===== config.mk =====
export PLATFORM = sky130hd
export DESIGN_NAME = dspt_cell
export DESIGN_NICKNAME = d
export VERILOG_FILES = /design/src/design/dspt_pkg.sv /design/src/design/dspt_cell.sv
export SDC_FILE = /design/constraint.sdc
export NUM_CORES = 1
export LEC_CHECK = 0
export ABC_AREA = 1
export ABC_CLOCK_PERIOD_IN_PS = 800
export BUFFER_PORTS_ARGS = -buffer_cell sky130_fd_sc_hd__buf_2
export CAP_MARGIN = 20
export CORE_AREA = 10 10 241 243
export CTS_CLUSTER_DIAMETER = 60
export DETAILED_ROUTE_END_ITERATION = 10
export DIE_AREA = 0 0 251 253
export GPL_TIMING_DRIVEN = 0
export HOLD_SLACK_MARGIN = 0.15
export PLACE_DENSITY = 0.47
export SLEW_MARGIN = 25
export SYNTH_ARGS = -nofsm -noshare
export SYNTH_HDL_FRONTEND = slang
export SYNTH_SLANG_ARGS = --single-unit

===== constraint.sdc =====
create_clock -name clk_i -period 0.8 [get_ports clk_i]
set_input_delay 0.2 -clock clk_i [delete_from_list [all_inputs] [get_ports clk_i]]
set_output_delay 0.2 -clock clk_i [all_outputs]
set_load 0.1 [all_outputs]

===== src/design/dspt_pkg.sv =====
package dspt_pkg;

  localparam int unsigned PosW  = 32;
  localparam int unsigned CompW = 16;
  localparam int unsigned MsW   = 10;
  localparam int unsigned ScaleW = CompW + MsW;
  localparam int unsigned CfgIdxW = 3;
  localparam int unsigned CfgDataW = 32;
  localparam int unsigned InDataW = 272;
  localparam int unsigned OutDataW = 160;
  localparam int unsigned SlotNumW = 6;
  localparam int unsigned LiveW = 7;

  localparam logic [CfgIdxW-1:0] RegLoopMode = 3'd0;
  localparam logic [CfgIdxW-1:0] RegEmitPeriod = 3'd1;
  localparam logic [CfgIdxW-1:0] RegBorderX = 3'd2;
  localparam logic [CfgIdxW-1:0] RegBorderY = 3'd3;
  localparam logic [CfgIdxW-1:0] RegBorderZ = 3'd4;

  typedef struct packed {
    logic signed [PosW-1:0]  px;
    logic signed [PosW-1:0]  py;
    logic signed [PosW-1:0]  pz;
    logic signed [CompW-1:0] red;
    logic signed [CompW-1:0] green;
    logic signed [CompW-1:0] blue;
    logic signed [CompW-1:0] speed;
    logic                    live;
  } slot_t;

  typedef enum logic [1:0] {
    CELL_HOLD,
    CELL_FROM_UP,
    CELL_FROM_DN,
    CELL_LOAD
  } cell_op_e;

  typedef enum logic [3:0] {
    ST_IDLE,
    ST_LIM_MUL,
    ST_LIM_SUM,
    ST_KILL_MUL,
    ST_KILL_CMP,
    ST_TIMER,
    ST_SEARCH,
    ST_INSERT,
    ST_MOV_SCALE,
    ST_MOV_MUL,
    ST_MOV_OUT
  } state_e;

endpackage


===== src/design/dspt_cell.sv =====
module dspt_cell #(
  parameter logic [31:0] RstPy = 32'd0
) (
  input  logic             clk_i,
  input  logic             rst_ni,
  input  dspt_pkg::cell_op_e op_i,
  input  dspt_pkg::slot_t  up_i,
  input  dspt_pkg::slot_t  dn_i,
  input  dspt_pkg::slot_t  ld_i,
  output dspt_pkg::slot_t  slot_o
);
  import dspt_pkg::*;

  localparam slot_t RstSlot = '{px: '0, py: RstPy, pz: '0, red: '0, green: '0, blue: '0,
                                speed: '0, live: 1'b0};

  slot_t slot_q, slot_d;

  always_comb begin
    case (op_i)
      CELL_FROM_UP: slot_d = up_i;
      CELL_FROM_DN: slot_d = dn_i;
      CELL_LOAD:    slot_d = ld_i;
      default:      slot_d = slot_q;
    endcase
  end

  always_ff @(posedge clk_i or negedge rst_ni) begin
    if (!rst_ni) begin
      slot_q <= RstSlot;
    end else begin
      slot_q <= slot_d;
    end
  end

  assign slot_o = slot_q;

endmodule


==> results of run 1 <==
## per-stage QoR
stage / TNS [ns] / util (%) / cell area (µm²) / worst slack [ns] / hold slack, ns
2_1_floorplan: -50.80 / - / 10500 / -0.378 / -0.0956
3_3_place_gp: -815.82 / 27.5 / 14600 / -3.96 / 0.523
3_5_place_dp: -208.84 / 27.6 / 14700 / -1.41 / -0.0191
4_1_cts: -135.05 / 42.9 / 22800 / -0.618 / 0.0460
5_1_grt: -142.57 / 45.1 / 24000 / -0.611 / 0.0916
6_report: -121.09 / 45.1 / 24000 / -0.576 / 0.0953
## logic make-up after synthesis
logic type | Yosys count
flip-flops | 161
AO/OA/AOI/OAI | 161
AND/OR/NAND/NOR | 967
buffers and inverters | 269
## routing by layer
layer / wire (µm) / up-vias / track usage, %
li1: - / 7085 / -
met1: 26000 / 7015 / 21.9
met2: 33300 / 659 / 34.1
met3: 4380 / 190 / 5.25
met4: 3310 / 4 / 10.6
met5: 27 / - / 0
## cells in the mapped netlist
cell | number | area share (%)
sky130_fd_sc_hd__nor2_1 | 463 | 18
sky130_fd_sc_hd__nand2_1 | 322 | 12
sky130_fd_sc_hd__a21oi_1 | 161 | 8.2
sky130_fd_sc_hd__dfrtp_1 | 161 | 41
sky130_fd_sc_hd__inv_1 | 161 | 6.1
sky130_fd_sc_hd__nand3_1 | 161 | 8.2
sky130_fd_sc_hd__clkbuf_1 | 53 | 2.0
sky130_fd_sc_hd__buf_2 | 37 | 1.9
sky130_fd_sc_hd__nor2_2 | 20 | 1.3
sky130_fd_sc_hd__buf_6 | 10 | 1.1
sky130_fd_sc_hd__buf_1 | 5 | 0.19
sky130_fd_sc_hd__buf_4 | 2 | 0.15
sky130_fd_sc_hd__inv_2 | 1 | 0.038
sky130_fd_sc_hd__or2_1 | 1 | 0.064
## tightest hold or removal path, cell delays in order
cell	delay (ns)
sky130_fd_sc_hd__buf_2	0.08
sky130_fd_sc_hd__nand2_1	0.05
sky130_fd_sc_hd__nand2_1	0.07
sky130_fd_sc_hd__nor2_2	0.06
sky130_fd_sc_hd__nor2_1	0.08
## what timing repair did
| action | 4_1_cts | 5_1_grt |
|---|---|---|
| pin swaps | 17 | 175 |
| cloned | 7 | 6 |
| endpoints found under the setup margin | 322 | 479 |
| setup buffers | 20 | 27 |
| hold endpoints to repair | 244 | 174 |
| hold buffers | 443 | 3 |
| resized for setup | 775 | 335 |
## area by class of cell
cell class | count | area share [%]
Clock inverter | 9 | 0.448
Sequential cell | 161 | 19.3
Clock buffer | 22 | 1.97
Buffer | 105 | 3.84
Antenna cell | 7 | 0.0729
Timing Repair Buffer | 1129 | 45.6
Multi-Input combinational cell | 1128 | 22.6
Inverter | 162 | 2.56
Tap cell | 696 | 3.62
## path summary, 6_finish.rpt
check                               to  slack [ns]  cells past startpoint
setup / recovery           slot_o[146]       -0.58                      1
hold / removal              slot_o[54]         0.1                      5
setup reg to reg            slot_o[73]       -0.18                      4
hold reg to reg             slot_o[83]        0.58                      2
max in group asynchronous   slot_o[71]       -0.32                      4
min in group asynchronous   slot_o[79]        0.15                      2
## power by group
part           switching, mW  total, mW  internal [mW]
clock network           3.68       8.48           4.80
registers               1.14       10.7           9.60
logic                   11.1       18.8           7.69
==> implementation parameters, run 1 <==
Parameter                              Value

Layout
  Flip-flop count of the largest register, all copies and words added    161
  Multi-input gate area    0.00542 mm²
  Most common library cell in the layout ignoring fill and taps    sky130_fd_sc_hd__buf_2
  Final Instance Count excl. Fillers    3419
  Synthesis-to-finish area growth    144%
  Share of layout cells above drive strength 1    43.6%
  Commonest cells after routing, fill and taps aside    sky130_fd_sc_hd__buf_2 (479), sky130_fd_sc_hd__dlygate4sd3_1 (406), sky130_fd_sc_hd__nor2_1 (332)
  Filler cell count in the final layout    5037
  Storage cell area    0.00463 mm²
  Final layout net count    3191

GRT
  Largest net degree at the start of global routing    82
  Remaining Overflow, GRT    0
  Antenna violations before repair    10
  Wire length of the first global-routing pass    96200 µm
  Number of global-route vias before repair    16000
  All-Layer GR Usage    19.8%

Worst setup path
  Critical Path Start Type    register
  Timing startpoint of the critical path    slot_o[146]
  Crit-path leading delay family    flip-flops
  Sequence of cells on the critical path    buf_12
  Crit path buffers/inverters    1
  Worst r2r src    slot_o[73]
  Worst-path maximum fanout    2
  Worst Setup End Kind    output port
  Slowest Stage Delay on Critical Path    0.51 ns
  Slowest cell on the critical path    sky130_fd_sc_hd__dfrtp_4
  Critical path start-end classification    register to output port
  Data required time of the critical path    0.60 ns
  Worst path arrival time    1.18 ns

Floorplan
  Die Y-Extent    253 µm
  Standard cell core area    0.0533 mm²
  Boundary pin count    648
  Die boundary width    251 µm
  Initial Util    18.5%
  Row count    85
  Die ar.    0.0635 mm²

Detailed routing
  Router iterations before antenna repair    9
  Via Count    15000
  Total Routed Length    67000 µm
  DRC violation count after routing    0
  Routed length per instance    19.6 µm
  Number of vias per cell    4.37
  Number of nets still failing antenna checks after routing    0
  Starting DRC count in detailed routing    675

Timing
  Number of hold violations in the final report    0
  Maximum clock rate    727 MHz
  RSZ-0062 raised after global routing    true
  Fin crit period    1.38 ns
  Clock tree skew after final layout    0 ns
  Actual transition at the worst max-transition pin    0.551 ns
  Worst slew margin relative to its limit    63.3%
  Period utilisation layout    172%
  Post-route setup slack    -0.576 ns
  Final-report setup violation count    373
  Fin. max-slew vios    0

Synthesis
  Complex-gate fraction of the synthesized area    8.17%
  Cells after synthesis    1558
  Multiplexer share of the synthesized area    0%
  Combinational family with the most area after synthesis    simple AND/OR/NAND/NOR gates
  Share of the yosys chip area belonging to registers    40.9%
  Count of warnings emitted by yosys    0
  Synth Area per Inst    6.33 µm²
  Simple-gate share of the synthesized area    39.4%
  Post-Syn Area    0.00986 mm²
  Post-synthesis adder-cell area fraction    0%
  Post-synthesis share of cell area spent on xor and xnor gates    0%
  Net Count, Synth    2045
  Number of flip-flops and latches in the synthesized netlist    161
  Post-synth cell types    14

Place
  Detailed Place HPWL    46900 µm
  Number of instances in the placed design    2901
  Last weighted congestion value of the routability-driven placer    0.933
  Port Buf Inserts    645

Clock tree
  Root buf cell    sky130_fd_sc_hd__clkbuf_16
  Clk slew on worst S/H paths    0.07 ns
  Clock sink count    161
  CTS tree    yes
  Max Root-Sink Buffers    2
  Inserted Clock Buffers    17
  # H-tree levels    4
  Clock Latency Late Sink    0.48 ns

Job
  Max Cap Viol    0

Run status
  Violated checks    setup timing
  Run status    finished, violations left

Worst hold path
  HP Class    primary input to register
  Beginning of the worst hold path    up_i[54]

Power and ir drop
  P_leak    12.0 nW
  Overall Power    38.1 mW
  Worst vdd rail ir drop    1.66 mV
  Cell area power density    1580 mW/mm²
No activity file was read; power rests on OpenSTA's default activity.
==> run 2, diff against run 1 <==
Settings changed: ABC_CLOCK_PERIOD_IN_PS 800 to 1500.
Clock period 0.8 ns to 1.5 ns, I/O delays scaled along.
==> run 2 against run 1 <==
The flow now finishes without violations. Clock skew stayed put. Sequential share of layout area grew 3.8 points. Power down 51%. Die area unchanged. Global-route usage shrank 2.9 points. Sequential power fell by 50%. Final cell count shrank 13%. Wire length decreased by 17%. Critical path type unchanged. Largest cell class unchanged. Largest power group unchanged.
==> implementation parameters, run 2 (same netlist as run 1, synthesis figures left out) <==
Parameter                              Value

Run status
  Run status    finished, final reports clean

Place
  Detailed Place HPWL    45300 µm (-3.4%)
  Post-place setup slack    -0.738 ns (+0.674 ns)
  Port Buf Inserts    645 (unchanged)
  Number of instances in the placed design    2901 (unchanged)
  Last weighted congestion value of the routability-driven placer    0.944 (+1.1%)

GRT
  Remaining Overflow, GRT    0 (unchanged)
  Wire length of the first global-routing pass    80900 µm (-16%)
  Number of global-route vias before repair    13200 (-17%)
  All-Layer GR Usage    16.8% (-2.9 points)
  Antenna violations before repair    15 (+5)
  Largest net degree at the start of global routing    81 (-1.2%)

Power and ir drop
  Worst vdd rail ir drop    0.734 mV (-56%)
  Cell area power density    1060 mW/mm² (-33%)
  Overall Power    18.5 mW (-51%)
  P_leak    9.59 nW (-20%)

Timing
  Fin crit period    1.49 ns
  Post-route setup TNS    0 ns (+121.09 ns)
  Fin. max-slew vios    0 (unchanged)
  Maximum clock rate    673 MHz
  Post-route setup slack    0.0133 ns (+0.589 ns)
  Clock tree skew after final layout    0 ns (unchanged)
  RSZ-0062 raised after global routing    true
  Worst slew margin relative to its limit    57.6% (-5.6 points)
  Period utilisation layout    99.1%
  Final worst hold slack    0.198 ns (+0.103 ns)
  Actual transition at the worst max-transition pin    0.636 ns (+0.0845 ns)
  Final-report setup violation count    0 (-100%)
  Number of hold violations in the final report    0 (unchanged)

Layout
  Share of layout cells above drive strength 1    35.3% (-8.3 points)
  Final layout net count    2759 (-14%)
  Synthesis-to-finish area growth    77.0%
  Commonest cells after routing, fill and taps aside    sky130_fd_sc_hd__buf_2 (515), sky130_fd_sc_hd__nor2_1 (463), sky130_fd_sc_hd__nand2_1 (322)
  Most common library cell in the layout ignoring fill and taps    sky130_fd_sc_hd__buf_2
  Final Instance Count excl. Fillers    2988 (-13%)
  Flip-flop count of the largest register, all copies and words added    161 (unchanged)

Worst hold path
  Beginning of the worst hold path    up_i[137]
  Hold Path Depth    5 (unchanged)
  HP Class    primary input to register
  Worst Hold Path EP    slot_o[137]

Detailed routing
  Starting DRC count in detailed routing    532 (-21%)
  Router iterations before antenna repair    5 (-4)
  Total Routed Length    55300 µm (-17%)
  Routed length per instance    18.5 µm (-5.5%)
  Number of nets still failing antenna checks after routing    0 (unchanged)
  Via Count    12600 (-16%)
  Number of vias per cell    4.20 (-3.9%)
  DRC violation count after routing    0 (unchanged)

Floorplan
  Die Y-Extent    253 µm (unchanged)
  Die boundary width    251 µm (unchanged)
  Standard cell core area    0.0533 mm² (unchanged)
  Row count    85 (unchanged)
  Die ar.    0.0635 mm² (unchanged)
  Initial Util    18.5% (unchanged)
  Boundary pin count    648 (unchanged)

Clock tree
  Max Root-Sink Buffers    2 (unchanged)
  Root buf cell    sky130_fd_sc_hd__clkbuf_16
  Inserted Clock Buffers    17 (unchanged)
  # H-tree levels    4 (unchanged)
  Clk slew on worst S/H paths    0.07 ns (about the same)
  Clock sink count    161 (unchanged)
  Clock Latency Late Sink    0.49 ns (about the same)
  CTS tree    yes

Worst setup path
  Slowest cell on the critical path    sky130_fd_sc_hd__dfrtp_2
  Sequence of cells on the critical path    buf_12
  Slowest Stage Delay on Critical Path    0.45 ns (-0.06 ns)
  Critical path start-end classification    register to output port
  Worst path arrival time    1.11 ns (-0.07 ns)
  Crit path buffers/inverters    1 (unchanged)
  Critical Path Start Type    register
  Endpoint of the worst-slack reg-to-reg timing path    slot_o[108]
  Worst Setup End Kind    output port
  Worst-path maximum fanout    2 (unchanged)
  Worst r2r src    slot_o[108]
  Setup slack of the worst register-to-register path    0.59 ns (+0.77 ns)
  Data required time of the critical path    1.12 ns (+0.52 ns)
  R2R depth    4 (unchanged)
  Crit-path leading delay family    flip-flops

Job
  Max Cap Viol    0 (unchanged)
==> run 2: cell count changes in the layout (fill, tap and decap cells not counted), sizes merged <==
cell          delta
buf             +12
bufinv           +1
clkbuf           -3
clkinv           +3
clkinvlp         -4
diode            +1
dlygate4sd3    -404
dlymetal6s4s    -39
inv              +2
==> run 2: worst max-delay path by stage <==
stage | slack [ns] | cells past startpoint | to | from
2_1_floorplan | 0.11 | 7 | slot_o[61] | op_i[1]
3_3_place_gp | -2.84 | 1 | slot_o[21] | rst_ni
4_1_cts | -0.05 | 1 | slot_o[159] | slot_o[159]
3_5_place_dp | -0.74 | 8 | slot_o[67] | op_i[1]
5_1_grt | -0.04 | 1 | slot_o[135] | slot_o[135]
6_report | 0.01 | 1 | slot_o[159] | slot_o[159]
==> run 2: worst min-delay path, stage by stage <==
cell	delay [ns]
sky130_fd_sc_hd__buf_2	0.08
sky130_fd_sc_hd__nand2_1	0.04
sky130_fd_sc_hd__nand2_1	0.05
sky130_fd_sc_hd__nor2_1	0.04
sky130_fd_sc_hd__nor2_1	0.07
==> run 2: where the power goes <==
part	switching [mW]	internal [mW]	total, mW
Clock	2.05	2.71	4.76
Combinational	5.40	2.97	8.37
Sequential	0.527	4.81	5.34
==> run 2: per-layer routing <==
metal,GRT usage (%),routed length (µm),up-vias
li1,-,-,6213
met1,17.8,20900,5811
met2,29.9,28300,459
met3,6.87,4930,65
met4,5.34,1110,16
met5,0,107,-
==> run 2: repair_timing <==
item	CTS	global route
gates cloned	0	0
hold buffers	2	0
endpoints found under the setup margin	176	136
resized for setup	641	22
hold endpoints to repair	162	0
setup buffers	32	14
pin swaps	0	0
==> run 2: per-stage QoR <==
stage | area (µm²) | utilization, %
after floorplan | 9860 | -
after global placement | 14000 | 26.2
after detailed placement | 14000 | 26.3
after CTS | 17300 | 32.4
after global routing | 17400 | 32.7
final | 17400 | 32.7
==> run 2: final cells by class <==
type | instances | area, µm²
Multi-Input combinational cell | 1128 | 4690
Fill cell | 5816 | 35800
Buffer | 107 | 559
Timing Repair Buffer | 695 | 6050
Antenna cell | 8 | 20.0
Tap cell | 696 | 871
Inverter | 162 | 608
Clock buffer | 20 | 457
Clock inverter | 11 | 155
Sequential cell | 161 | 4030
